**src/rtl/core/sbc_pkg.sv**
```systemverilog
// ----------------------------------------------------------------------------
// sbc_pkg
// Shared types and constants for the sprite blitter with clipping.
// ----------------------------------------------------------------------------
`default_nettype none

package sbc_pkg;

  // field widths
  localparam int BYTE_W     = 8;
  localparam int COLOR_W    = 32;
  localparam int COORD_W    = 13;
  localparam int DIM_W      = 13;
  localparam int ORG_W      = 12;
  localparam int SPR_CFG_W  = 11;
  localparam int BPP_W      = 3;
  localparam int CFG_IDX_W  = 3;
  localparam int CFG_DATA_W = 13;

  // limits and defaults
  localparam int MAX_SCREEN_SIDE         = 4096;
  localparam int MAX_SPRITE_SIDE_DEF     = 1024;
  localparam int MAX_BYTES_PER_PIXEL_DEF = 4;
  localparam int QUEUE_DEPTH             = 2;

  // register indexes
  localparam logic [CFG_IDX_W-1:0] CFG_SCREEN_WIDTH    = 3'd0;
  localparam logic [CFG_IDX_W-1:0] CFG_SCREEN_HEIGHT   = 3'd1;
  localparam logic [CFG_IDX_W-1:0] CFG_ORIGIN_X        = 3'd2;
  localparam logic [CFG_IDX_W-1:0] CFG_ORIGIN_Y        = 3'd3;
  localparam logic [CFG_IDX_W-1:0] CFG_SPRITE_WIDTH    = 3'd4;
  localparam logic [CFG_IDX_W-1:0] CFG_SPRITE_HEIGHT   = 3'd5;
  localparam logic [CFG_IDX_W-1:0] CFG_BYTES_PER_PIXEL = 3'd6;
  localparam logic [CFG_IDX_W-1:0] CFG_CLIP_MODE       = 3'd7;

  // reset values
  localparam logic [DIM_W-1:0] RST_SCREEN_W = 13'd1024;
  localparam logic [DIM_W-1:0] RST_SCREEN_H = 13'd768;
  localparam logic [DIM_W-1:0] RST_SPRITE_W = 13'd1;
  localparam logic [DIM_W-1:0] RST_SPRITE_H = 13'd1;
  localparam int               RST_BPP      = 4;

  // effective configuration, sizes already clamped to their legal ranges
  typedef struct packed {
    logic [DIM_W-1:0] screen_w;
    logic [DIM_W-1:0] screen_h;
    logic [ORG_W-1:0] origin_x;
    logic [ORG_W-1:0] origin_y;
    logic [DIM_W-1:0] sprite_w;
    logic [DIM_W-1:0] sprite_h;
    logic [BPP_W-1:0] bpp;
    logic             clip;
  } sbc_cfg_t;

endpackage

`default_nettype wire

```
**src/rtl/core/sbc_if.sv**
```systemverilog
// ----------------------------------------------------------------------------
// sbc_if
// Valid/ready channel interfaces for source bytes and screen pixels.
// ----------------------------------------------------------------------------
`default_nettype none

interface sbc_in_if;
  import sbc_pkg::*;

  logic              valid;
  logic              ready;
  logic [BYTE_W-1:0] src_byte;

  modport source (output valid, output src_byte, input ready);
  modport sink (input valid, input src_byte, output ready);
endinterface

interface sbc_out_if;
  import sbc_pkg::*;

  logic               valid;
  logic               ready;
  logic [COORD_W-1:0] pixel_x;
  logic [COORD_W-1:0] pixel_y;
  logic [COLOR_W-1:0] color;
  logic               write_enable;
  logic               rejected;
  logic               last;

  modport source (output valid, output pixel_x, output pixel_y, output color,
                  output write_enable, output rejected, output last, input ready);
  modport sink (input valid, input pixel_x, input pixel_y, input color,
                input write_enable, input rejected, input last, output ready);
endinterface

`default_nettype wire

```
**src/rtl/core/sbc_front.sv**
```systemverilog
// ----------------------------------------------------------------------------
// sbc_front
// Takes source bytes, assembles pixel colors and tracks the raster position.
// ----------------------------------------------------------------------------
`default_nettype none

module sbc_front #(
  parameter int MAX_BYTES_PER_PIXEL = sbc_pkg::MAX_BYTES_PER_PIXEL_DEF,
  parameter int CNT_W               = 10,
  parameter int ENTRY_W             = 53
) (
  input  wire logic                        clk,
  input  wire logic                        rst_n,
  input  wire sbc_pkg::sbc_cfg_t           cfg,
  input  wire logic                        in_valid,
  output logic                             in_ready,
  input  wire logic [sbc_pkg::BYTE_W-1:0]  in_byte,
  output logic                             push_valid,
  input  wire logic                        push_ready,
  output logic [ENTRY_W-1:0]               push_data
);
  import sbc_pkg::*;

  localparam int BI_W  = (MAX_BYTES_PER_PIXEL > 1) ? $clog2(MAX_BYTES_PER_PIXEL) : 1;
  localparam int ACC_W = BYTE_W * MAX_BYTES_PER_PIXEL;

  logic [CNT_W-1:0] col_r, col_nxt;
  logic [CNT_W-1:0] line_r, line_nxt;
  logic [BI_W-1:0]  bidx_r, bidx_nxt;
  logic [ACC_W-1:0] accum_r, accum_nxt;

  logic [ACC_W-1:0] acc_new;
  logic [BPP_W-1:0] bi_next;
  logic             pix_done;
  logic             end_row;
  logic             end_sprite;
  logic             accept;

  assign accept   = in_valid && in_ready;
  assign in_ready = push_ready;

  // place the byte at its little-endian slot
  assign acc_new  = accum_r | (ACC_W'(in_byte) << {bidx_r, 3'b000});
  assign bi_next  = BPP_W'(bidx_r) + BPP_W'(1);
  assign pix_done = (bi_next >= cfg.bpp);

  assign end_row    = (DIM_W'(col_r) + DIM_W'(1)) >= cfg.sprite_w;
  assign end_sprite = end_row && ((DIM_W'(line_r) + DIM_W'(1)) >= cfg.sprite_h);

  assign push_valid = in_valid && pix_done;
  assign push_data  = {col_r, line_r, COLOR_W'(acc_new), end_sprite};

  always_comb begin
    col_nxt   = col_r;
    line_nxt  = line_r;
    bidx_nxt  = bidx_r;
    accum_nxt = accum_r;
    if (accept) begin
      if (pix_done) begin
        bidx_nxt  = '0;
        accum_nxt = '0;
        if (end_row) begin
          col_nxt  = '0;
          line_nxt = end_sprite ? '0 : line_r + CNT_W'(1);
        end else begin
          col_nxt = col_r + CNT_W'(1);
        end
      end else begin
        bidx_nxt  = BI_W'(bi_next);
        accum_nxt = acc_new;
      end
    end
  end

  always_ff @(posedge clk) begin
    if (!rst_n) begin
      col_r   <= '0;
      line_r  <= '0;
      bidx_r  <= '0;
      accum_r <= '0;
    end else begin
      col_r   <= col_nxt;
      line_r  <= line_nxt;
      bidx_r  <= bidx_nxt;
      accum_r <= accum_nxt;
    end
  end

`ifndef SYNTHESIS
  // a finished pixel leaves no partial color behind
  a_pixel_clears: assert property (@(posedge clk) disable iff (!rst_n)
    (accept && pix_done) |=> (bidx_r == '0 && accum_r == '0))
    else $error("pixel end did not clear byte index or color");
`endif

endmodule

`default_nettype wire

```
**src/rtl/core/sbc_queue.sv**
```systemverilog
// ----------------------------------------------------------------------------
// sbc_queue
// Short request queue between the pixel assembler and the output stage.
// ----------------------------------------------------------------------------
`default_nettype none

module sbc_queue #(
  parameter int DEPTH = sbc_pkg::QUEUE_DEPTH,
  parameter int WIDTH = 53
) (
  input  wire logic             clk,
  input  wire logic             rst_n,
  input  wire logic             push_valid,
  output logic                  push_ready,
  input  wire logic [WIDTH-1:0] push_data,
  output logic                  pop_valid,
  input  wire logic             pop_ready,
  output logic [WIDTH-1:0]      pop_data
);
  import sbc_pkg::*;

  localparam int PTR_W = (DEPTH > 1) ? $clog2(DEPTH) : 1;
  localparam int CNT_W = $clog2(DEPTH + 1);

  logic [WIDTH-1:0] mem_r [DEPTH];
  logic [PTR_W-1:0] wr_ptr_r, wr_ptr_nxt;
  logic [PTR_W-1:0] rd_ptr_r, rd_ptr_nxt;
  logic [CNT_W-1:0] count_r, count_nxt;
  logic             push_en;
  logic             pop_en;

  assign push_ready = (count_r != CNT_W'(DEPTH));
  assign pop_valid  = (count_r != '0);
  assign pop_data   = mem_r[rd_ptr_r];
  assign push_en    = push_valid && push_ready;
  assign pop_en     = pop_valid && pop_ready;

  always_comb begin
    wr_ptr_nxt = wr_ptr_r;
    rd_ptr_nxt = rd_ptr_r;
    count_nxt  = count_r;
    if (push_en) begin
      wr_ptr_nxt = (wr_ptr_r == PTR_W'(DEPTH - 1)) ? '0 : wr_ptr_r + PTR_W'(1);
    end
    if (pop_en) begin
      rd_ptr_nxt = (rd_ptr_r == PTR_W'(DEPTH - 1)) ? '0 : rd_ptr_r + PTR_W'(1);
    end
    case ({push_en, pop_en})
      2'b10:   count_nxt = count_r + CNT_W'(1);
      2'b01:   count_nxt = count_r - CNT_W'(1);
      default: count_nxt = count_r;
    endcase
  end

  always_ff @(posedge clk) begin
    if (!rst_n) begin
      wr_ptr_r <= '0;
      rd_ptr_r <= '0;
      count_r  <= '0;
    end else begin
      wr_ptr_r <= wr_ptr_nxt;
      rd_ptr_r <= rd_ptr_nxt;
      count_r  <= count_nxt;
    end
  end

  always_ff @(posedge clk) begin
    if (push_en) begin
      mem_r[wr_ptr_r] <= push_data;
    end
  end

`ifndef SYNTHESIS
  a_count_bound: assert property (@(posedge clk) disable iff (!rst_n)
    count_r <= CNT_W'(DEPTH))
    else $error("queue count beyond depth");

  a_count_grows: assert property (@(posedge clk) disable iff (!rst_n)
    (push_en && !pop_en) |=> (count_r == $past(count_r) + CNT_W'(1)))
    else $error("queue count did not follow a lone push");
`endif

endmodule

`default_nettype wire

```
**src/rtl/core/sbc_back.sv**
```systemverilog
// ----------------------------------------------------------------------------
// sbc_back
// Places each pixel on screen, decides clip or reject, holds the result.
// ----------------------------------------------------------------------------
`default_nettype none

module sbc_back #(
  parameter int CNT_W   = 10,
  parameter int ENTRY_W = 53
) (
  input  wire logic                         clk,
  input  wire logic                         rst_n,
  input  wire sbc_pkg::sbc_cfg_t            cfg,
  input  wire logic                         pop_valid,
  output logic                              pop_ready,
  input  wire logic [ENTRY_W-1:0]           pop_data,
  output logic                              out_valid,
  input  wire logic                         out_ready,
  output logic [sbc_pkg::COORD_W-1:0]       out_pixel_x,
  output logic [sbc_pkg::COORD_W-1:0]       out_pixel_y,
  output logic [sbc_pkg::COLOR_W-1:0]       out_color,
  output logic                              out_write_enable,
  output logic                              out_rejected,
  output logic                              out_last
);
  import sbc_pkg::*;

  localparam int SUM_W = COORD_W + 1;

  logic [CNT_W-1:0]   col;
  logic [CNT_W-1:0]   line;
  logic [COLOR_W-1:0] color;
  logic               last;

  logic [SUM_W-1:0]   px;
  logic [SUM_W-1:0]   py;
  logic [SUM_W-1:0]   right_edge;
  logic [SUM_W-1:0]   bottom_edge;
  logic               fits;
  logic               we;
  logic               rej;
  logic               load;

  logic               out_valid_r;
  logic [COORD_W-1:0] px_r;
  logic [COORD_W-1:0] py_r;
  logic [COLOR_W-1:0] color_r;
  logic               we_r;
  logic               rej_r;
  logic               last_r;

  assign {col, line, color, last} = pop_data;

  assign px          = SUM_W'(cfg.origin_x) + SUM_W'(col);
  assign py          = SUM_W'(cfg.origin_y) + SUM_W'(line);
  assign right_edge  = SUM_W'(cfg.origin_x) + SUM_W'(cfg.sprite_w);
  assign bottom_edge = SUM_W'(cfg.origin_y) + SUM_W'(cfg.sprite_h);
  assign fits        = (right_edge <= SUM_W'(cfg.screen_w)) &&
                       (bottom_edge <= SUM_W'(cfg.screen_h));

  always_comb begin
    if (cfg.clip) begin
      rej = 1'b0;
      we  = (px < SUM_W'(cfg.screen_w)) && (py < SUM_W'(cfg.screen_h));
    end else begin
      rej = !fits;
      we  = fits;
    end
  end

  // output register frees up whenever the sink takes its request
  assign pop_ready = !out_valid_r || out_ready;
  assign load      = pop_valid && pop_ready;

  always_ff @(posedge clk) begin
    if (!rst_n) begin
      out_valid_r <= 1'b0;
    end else if (pop_ready) begin
      out_valid_r <= pop_valid;
    end
  end

  always_ff @(posedge clk) begin
    if (load) begin
      px_r    <= px[COORD_W-1:0];
      py_r    <= py[COORD_W-1:0];
      color_r <= color;
      we_r    <= we;
      rej_r   <= rej;
      last_r  <= last;
    end
  end

  assign out_valid        = out_valid_r;
  assign out_pixel_x      = px_r;
  assign out_pixel_y      = py_r;
  assign out_color        = color_r;
  assign out_write_enable = we_r;
  assign out_rejected     = rej_r;
  assign out_last         = last_r;

`ifndef SYNTHESIS
  a_we_rej_exclusive: assert property (@(posedge clk) disable iff (!rst_n)
    out_valid_r |-> !(we_r && rej_r))
    else $error("pixel both written and rejected");
`endif

endmodule

`default_nettype wire

```
**src/rtl/core/sprite_blit_clip_unit.sv**
```systemverilog
// ----------------------------------------------------------------------------
// sprite_blit_clip_unit
// Sprite blitter: source bytes in raster order to clipped screen pixels.
// ----------------------------------------------------------------------------
//   port     dir  protocol      carries
//   in_ch    in   valid/ready   src_byte, one source byte per request
//   out_ch   out  valid/ready   pixel_x, pixel_y, color, write_enable,
//                               rejected, last, one request per pixel
//   cfg_*    in   write enable  register index and data, no read-back
//
// One source byte is taken per cycle while the request queue has room;
// a pixel leaves after bytes_per_pixel bytes. It reaches out_ch through
// the request queue and then the output register.
// A stalled out_ch fills the two-entry queue, then drops in_ch.ready.
// Reset is synchronous; there is no clearing pass.
// ----------------------------------------------------------------------------
`default_nettype none

module sprite_blit_clip_unit #(
  parameter int MAX_SPRITE_SIDE     = sbc_pkg::MAX_SPRITE_SIDE_DEF,
  parameter int MAX_BYTES_PER_PIXEL = sbc_pkg::MAX_BYTES_PER_PIXEL_DEF
) (
  input  wire logic                           clk,
  input  wire logic                           rst_n,
  sbc_in_if.sink                              in_ch,
  sbc_out_if.source                           out_ch,
  input  wire logic                           cfg_we,
  input  wire logic [sbc_pkg::CFG_IDX_W-1:0]  cfg_index,
  input  wire logic [sbc_pkg::CFG_DATA_W-1:0] cfg_wdata
);
  import sbc_pkg::*;

  localparam int CNT_W   = (MAX_SPRITE_SIDE > 1) ? $clog2(MAX_SPRITE_SIDE) : 1;
  localparam int ENTRY_W = 2 * CNT_W + COLOR_W + 1;
  localparam logic [BPP_W-1:0] BPP_MAX  = BPP_W'(MAX_BYTES_PER_PIXEL);
  localparam logic [BPP_W-1:0] BPP_INIT =
    BPP_W'((MAX_BYTES_PER_PIXEL < RST_BPP) ? MAX_BYTES_PER_PIXEL : RST_BPP);
  localparam logic [DIM_W-1:0] SPR_MAX  = DIM_W'(MAX_SPRITE_SIDE);
  localparam logic [DIM_W-1:0] SCR_MAX  = DIM_W'(MAX_SCREEN_SIDE);

  sbc_cfg_t cfg_r, cfg_nxt;

  logic               q_push_valid;
  logic               q_push_ready;
  logic [ENTRY_W-1:0] q_push_data;
  logic               q_pop_valid;
  logic               q_pop_ready;
  logic [ENTRY_W-1:0] q_pop_data;

  // registers keep the clamped value, which is all that is ever used
  always_comb begin
    logic [DIM_W-1:0]     scr_v;
    logic [SPR_CFG_W-1:0] spr_v;
    logic [DIM_W-1:0]     spr_clamp;
    logic [BPP_W-1:0]     bpp_v;
    logic [BPP_W-1:0]     bpp_clamp;
    scr_v     = cfg_wdata[DIM_W-1:0];
    spr_v     = cfg_wdata[SPR_CFG_W-1:0];
    bpp_v     = cfg_wdata[BPP_W-1:0];
    if (scr_v > SCR_MAX) begin
      scr_v = SCR_MAX;
    end
    if (spr_v == '0) begin
      spr_clamp = DIM_W'(1);
    end else if (DIM_W'(spr_v) > SPR_MAX) begin
      spr_clamp = SPR_MAX;
    end else begin
      spr_clamp = DIM_W'(spr_v);
    end
    if (bpp_v == '0) begin
      bpp_clamp = BPP_W'(1);
    end else if (bpp_v > BPP_MAX) begin
      bpp_clamp = BPP_MAX;
    end else begin
      bpp_clamp = bpp_v;
    end
    cfg_nxt = cfg_r;
    if (cfg_we) begin
      unique case (cfg_index)
        CFG_SCREEN_WIDTH:    cfg_nxt.screen_w = scr_v;
        CFG_SCREEN_HEIGHT:   cfg_nxt.screen_h = scr_v;
        CFG_ORIGIN_X:        cfg_nxt.origin_x = cfg_wdata[ORG_W-1:0];
        CFG_ORIGIN_Y:        cfg_nxt.origin_y = cfg_wdata[ORG_W-1:0];
        CFG_SPRITE_WIDTH:    cfg_nxt.sprite_w = spr_clamp;
        CFG_SPRITE_HEIGHT:   cfg_nxt.sprite_h = spr_clamp;
        CFG_BYTES_PER_PIXEL: cfg_nxt.bpp      = bpp_clamp;
        CFG_CLIP_MODE:       cfg_nxt.clip     = cfg_wdata[0];
        default:             cfg_nxt = cfg_r;
      endcase
    end
  end

  always_ff @(posedge clk) begin
    if (!rst_n) begin
      cfg_r.screen_w <= RST_SCREEN_W;
      cfg_r.screen_h <= RST_SCREEN_H;
      cfg_r.origin_x <= '0;
      cfg_r.origin_y <= '0;
      cfg_r.sprite_w <= RST_SPRITE_W;
      cfg_r.sprite_h <= RST_SPRITE_H;
      cfg_r.bpp      <= BPP_INIT;
      cfg_r.clip     <= 1'b0;
    end else begin
      cfg_r <= cfg_nxt;
    end
  end

  sbc_front #(
    .MAX_BYTES_PER_PIXEL (MAX_BYTES_PER_PIXEL),
    .CNT_W               (CNT_W),
    .ENTRY_W             (ENTRY_W)
  ) u_front (
    .clk        (clk),
    .rst_n      (rst_n),
    .cfg        (cfg_r),
    .in_valid   (in_ch.valid),
    .in_ready   (in_ch.ready),
    .in_byte    (in_ch.src_byte),
    .push_valid (q_push_valid),
    .push_ready (q_push_ready),
    .push_data  (q_push_data)
  );

  sbc_queue #(
    .DEPTH (QUEUE_DEPTH),
    .WIDTH (ENTRY_W)
  ) u_queue (
    .clk        (clk),
    .rst_n      (rst_n),
    .push_valid (q_push_valid),
    .push_ready (q_push_ready),
    .push_data  (q_push_data),
    .pop_valid  (q_pop_valid),
    .pop_ready  (q_pop_ready),
    .pop_data   (q_pop_data)
  );

  sbc_back #(
    .CNT_W   (CNT_W),
    .ENTRY_W (ENTRY_W)
  ) u_back (
    .clk              (clk),
    .rst_n            (rst_n),
    .cfg              (cfg_r),
    .pop_valid        (q_pop_valid),
    .pop_ready        (q_pop_ready),
    .pop_data         (q_pop_data),
    .out_valid        (out_ch.valid),
    .out_ready        (out_ch.ready),
    .out_pixel_x      (out_ch.pixel_x),
    .out_pixel_y      (out_ch.pixel_y),
    .out_color        (out_ch.color),
    .out_write_enable (out_ch.write_enable),
    .out_rejected     (out_ch.rejected),
    .out_last         (out_ch.last)
  );

endmodule

`default_nettype wire

```
**src/flat_wrapper.sv**
```systemverilog
// flat-port wrapper written by rule: the top's interface ports become plain ports
module sprite_blit_clip_unit_flat import sbc_pkg::*;
#(
  parameter int MAX_SPRITE_SIDE     = sbc_pkg::MAX_SPRITE_SIDE_DEF,
  parameter int MAX_BYTES_PER_PIXEL = sbc_pkg::MAX_BYTES_PER_PIXEL_DEF
)
  (clk, rst_n, cfg_we, cfg_index, cfg_wdata, in_ch_valid, in_ch_src_byte, in_ch_ready, out_ch_valid, out_ch_pixel_x, out_ch_pixel_y, out_ch_color, out_ch_write_enable, out_ch_rejected, out_ch_last, out_ch_ready);
  sbc_in_if in_ch_i ();
  sbc_out_if out_ch_i ();
  input  wire logic clk;
  input  wire logic rst_n;
  input  wire logic cfg_we;
  input  wire logic [sbc_pkg::CFG_IDX_W-1:0] cfg_index;
  input  wire logic [sbc_pkg::CFG_DATA_W-1:0] cfg_wdata;
  input wire logic [$bits(in_ch_i.valid)-1:0] in_ch_valid;
  input wire logic [$bits(in_ch_i.src_byte)-1:0] in_ch_src_byte;
  output wire logic [$bits(in_ch_i.ready)-1:0] in_ch_ready;
  output wire logic [$bits(out_ch_i.valid)-1:0] out_ch_valid;
  output wire logic [$bits(out_ch_i.pixel_x)-1:0] out_ch_pixel_x;
  output wire logic [$bits(out_ch_i.pixel_y)-1:0] out_ch_pixel_y;
  output wire logic [$bits(out_ch_i.color)-1:0] out_ch_color;
  output wire logic [$bits(out_ch_i.write_enable)-1:0] out_ch_write_enable;
  output wire logic [$bits(out_ch_i.rejected)-1:0] out_ch_rejected;
  output wire logic [$bits(out_ch_i.last)-1:0] out_ch_last;
  input wire logic [$bits(out_ch_i.ready)-1:0] out_ch_ready;
  assign in_ch_i.valid = in_ch_valid;
  assign in_ch_i.src_byte = in_ch_src_byte;
  assign in_ch_ready = in_ch_i.ready;
  assign out_ch_valid = out_ch_i.valid;
  assign out_ch_pixel_x = out_ch_i.pixel_x;
  assign out_ch_pixel_y = out_ch_i.pixel_y;
  assign out_ch_color = out_ch_i.color;
  assign out_ch_write_enable = out_ch_i.write_enable;
  assign out_ch_rejected = out_ch_i.rejected;
  assign out_ch_last = out_ch_i.last;
  assign out_ch_i.ready = out_ch_ready;
  sprite_blit_clip_unit #(.MAX_SPRITE_SIDE(MAX_SPRITE_SIDE), .MAX_BYTES_PER_PIXEL(MAX_BYTES_PER_PIXEL)) u_core (.clk(clk), .rst_n(rst_n), .in_ch(in_ch_i), .out_ch(out_ch_i), .cfg_we(cfg_we), .cfg_index(cfg_index), .cfg_wdata(cfg_wdata));
endmodule
```
**config.mk**
```make
export PLATFORM = sky130hd
export DESIGN_NAME = sprite_blit_clip_unit_flat
export DESIGN_NICKNAME = d
export VERILOG_FILES = /design/src/rtl/core/sbc_pkg.sv /design/src/rtl/core/sbc_if.sv /design/src/rtl/core/sbc_front.sv /design/src/rtl/core/sbc_queue.sv /design/src/rtl/core/sbc_back.sv /design/src/rtl/core/sprite_blit_clip_unit.sv /design/src/flat_wrapper.sv
export SDC_FILE = /design/constraint.sdc
export NUM_CORES = 1
export LEC_CHECK = 0
export BUFFER_PORTS_ARGS = -buffer_cell sky130_fd_sc_hd__buf_2
export CAP_MARGIN = 20
export CORE_MARGIN = 2
export CORE_UTILIZATION = 30
export CTS_CLUSTER_SIZE = 28
export DETAILED_ROUTE_END_ITERATION = 10
export GPL_TIMING_DRIVEN = 0
export PLACE_DENSITY_LB_ADDON = 0.1
export SYNTH_ARGS = -nofsm -noshare
export SYNTH_HDL_FRONTEND = slang
export SYNTH_HIERARCHICAL = 1
export SYNTH_SLANG_ARGS = --single-unit
```
**constraint.sdc**
```tcl
create_clock -name clk -period 3.5 [get_ports clk]
set_input_delay 0.525 -clock clk [delete_from_list [all_inputs] [get_ports clk]]
set_output_delay 0.525 -clock clk [all_outputs]
set_load 0.1 [all_outputs]
```
==> impl_results.md <==
- Worst vdd ir: 0.000394 V
- Yosys cell types: 82
- Synth top cells by count: 191 x nand2_1, 167 x edfxtp_1, 136 x dfxtp_1
- Max Fclk: 264 MHz
- CTS tree: done
- Post-synth ARST share: 0%
- Top cells by area, synth: edfxtp_1 33%, dfxtp_1 18%, ha_1 10%
- DR iter-0 viols: 618
- Final period utilization: 108%
- Total power: 0.0120 W
- Tot GR Track Use: 16.0%
- Worst setup EP type: flip-flop
- Internal: 0.00746 W
- Drt pass-1 iters: 5
- R2R Setup Slk: -290 ps
- Final Max Slew Viols: 0
- Clk pwr share: 31.9%
- Most frequent cell after synthesis: nand2_1
- Share of layout cells above drive strength 1: 21.6%
- Hpwl dp: 31.7 mm
- Vias in the first global route: 11100
- CP startpoint kind: flip-flop
- CTS clk-pin slew, worst paths: 50 ps
- Cells after Synth: 1445
- WL per Instance: 18.4 um
- Fill cells: 5139
- Total negative slack: -292 ps
- Clock Sinks: 303
- Placed Cells: 2236
- Die Span Y: 231 um
- Initial antenna violation count: 1
- GRT overflow: 0
- Width of the die: 231 um
- Worst R2R End: u_core/u_back/out_write_enable$_DFFE_PP_
- Outcome: complete, but fails checks
- Hold Path End: u_core/cfg_r[53]$_SDFFE_PN0P_
- Final Skew: 16.6 ps
- NetSw: 0.00450 W
- Final count of hold timing violations: 0
- Register area share after synthesis: 50.2%
- Inserted Clock Buffers: 37
- Main flop type after synthesis: edfxtp_1
- Worst Path Max Fanout: 7
- CORE AREA: 51100 um^2
- FP Rows: 83
- Final min period: 3790 ps
- Ys Warns: 6
- Worst Path Arrival: 4080 ps
- CP Class: flip-flop to flip-flop
- Number of max-cap violations: 0
- Antenna Nets Post-Route: 0
- Gate power share: 31.9%
- Failing checks: negative setup slack
- Area Growth Syn to Fin: 21.8%
- Hold path depth: 3
- Latest clock arrival within the worst-skew pair: 560 ps
- Worst path required time: 3790 ps
- Initial Util: 30.2%
- Boundary Pins: 92
- Worst hold slack: 286 ps
- Hold wc startpoint: cfg_wdata[11]
- Reg2reg path depth: 16
- DRC: 0
- Setup Viol. Count Final: 1
- Sequential power share: 36.2%
- Post-Syn Area: 15400 um^2
- Post-route setup slack: -292 ps
- Avg Synthesized Cell Area: 10.7 um^2
- Post-synth EDFFs: 167
- RSZ-0062 raised after global routing: true
- Post-synth top area cell: edfxtp_1
- Die area: 53200 um^2
- Routed WL: 42.7 mm
- Detailed-route vias per instance: 4.81
- Root buffer cell: clkbuf_16
- Total number of vias: 11200
- RePlAce Congestion: 0.814
- Final Instance Count excl. Fillers: 2324
- Cts hold-fix bufs: 0
- I/O Buffers: 91
- Switching Fraction: 37.6%
- First-pass GRT wire length: 64.9 mm
- Nets@finish: 1771
- Pwr Density: 637 nW/um^2
- Worst hold path class: input port to flip-flop
- Leak pwr: 7.31 nW
- Tightest Pin Transition: 856 ps
- Diode count: 0
- FF+latch count, synth: 303
- Clock Tree Buf Depth: 3
- Max_slew headroom: 42.8%
- Post-synth top area share: 32.5%
- H-tree depth: 2
- Pin count of the biggest net entering global routing: 54
per-layer routing:
| layer | vias to the layer above | share of wire (%) | global-route usage [%] |
|---|---|---|---|
| met5 | - | 0.026 | 0 |
| met2 | 167 | 45 | 25.5 |
| met4 | 2 | 3.2 | 6.05 |
| met1 | 5377 | 48 | 21.8 |
| li1 | 5562 | - | - |
| met3 | 81 | 3.2 | 2.37 |
through the flow:
stage	worst slack [ps]	instance area [um^2]	util (%)
2_1_floorplan	9.66	15500	-
3_3_place_gp	-1020	16800	33.0
3_5_place_dp	-675	16900	33.1
4_1_cts	-359	18500	36.2
5_1_grt	-411	18800	36.8
6_report	-292	18800	36.8
timing repair:
| action | 4_1_cts | 5_1_grt |
|---|---|---|
| endpoints found under the setup margin | 20 | 13 |
| gates resized for setup | 62 | 56 |
| pin swaps | 23 | 38 |
| endpoints found under the hold margin | 0 | 0 |
| setup buffers | 15 | 6 |
worst max-delay path, cell delays in order, from the launching register on:
cell and delay (ps):
dfxtp_2 320, buf_6 120, buf_12 150, mux2_4 310
ha_4 170, fa_2 340, a21o_1 180, a21oi_2 170
o211ai_1 140, a31o_1 240, a21oi_4 180, nor2_1 100
ha_2 420, and4_1 250, o21ai_2 120, o211ai_1 220
o31ai_2 90
sequential cells by signal, summed over array words and instances (netlist names), named ones only:
register and cells:
u_core/u_back/out_valid 1, u_core/u_front/bidx_r 2, u_core/u_front/col_r 10, u_core/u_front/line_r 10, u_core/u_back/out_last 1, u_core/u_back/out_write_enable 1, u_core/u_queue/rd_ptr_r 1, u_core/u_back/out_pixel_x 13
u_core/u_front/accum_r 32, u_core/u_back/out_pixel_y 13, u_core/u_back/out_color 32, u_core/u_queue/wr_ptr_r 1, u_core/cfg_r 76, u_core/u_queue/mem_r 106, u_core/u_back/out_rejected 1, u_core/u_queue/count_r 2
cell usage in the layout, fill, tap and decap left out, types with 24 or more instances in the layout:
master     Yosys  layout
o21ai_0       68      64
dfxtp_1      136     117
a21o_1        42      42
nor2b_1       39      37
edfxtp_1     167     167
mux2_2        53      50
ha_1         123     109
xnor2_1       36      32
buf_2         15     103
clkbuf_16      0      39
a21oi_1       41      34
clkbuf_1      31      36
inv_1         81      79
nand2_1      191     190
a21boi_0      74      73
nor2_1        79      73
buf_4          4      24
how the worst max path moves through the flow:
stage / to / slack, ps / cells after the start
global route: u_core/u_back/out_write_enable$_DFFE_PP_ / -410 / 17
CTS: u_core/u_back/out_write_enable$_DFFE_PP_ / -360 / 17
finish: u_core/u_back/out_write_enable$_DFFE_PP_ / -290 / 16
detailed placement: u_core/u_back/out_write_enable$_DFFE_PP_ / -680 / 16
floorplan: u_core/u_back/out_write_enable$_DFFE_PP_ / 10 / 17
global placement: u_core/u_queue/mem_r[1][43]$_DFFE_PP_ / -1020 / 6
logic make-up (layout without fill, tap and decap cells):
family	Yosys count	in the layout	share of synthesized area, %
other	1	19	0.0243
buffers and inverters	133	314	3.46
AND/OR/NAND/NOR	440	440	13.9
flip-flops	303	303	50.2
AO/OA/AOI/OAI	336	336	15.1
XOR/XNOR	49	49	2.78
multiplexers	56	56	4.06
adder cells (fa/ha/maj)	127	127	10.5
power groups by stage:
stage / logic, W / clock network [W] / registers (W)
after global placement: 0.00362 / 0 / 0.00444
after global routing: 0.00407 / 0.00407 / 0.00436
final: 0.00382 / 0.00381 / 0.00433
after CTS: 0.00381 / 0.00396 / 0.00434
after detailed placement: 0.00370 / 0 / 0.00441
after floorplan: 0.00133 / 0 / 0.00591
area by class of cell:
type | count | area, um^2 | area share [%]
plain buffers | 51 | 264 | 1.41
clock buffers | 51 | 1070 | 5.70
clock inverters | 17 | 151 | 0.806
inverters | 81 | 304 | 1.62
multi-input cells | 1027 | 7700 | 41.0
flip-flops and latches | 303 | 7780 | 41.4
well taps | 680 | 851 | 4.53
repair buffers | 114 | 657 | 3.50
(Power assumes the default switching activity.)
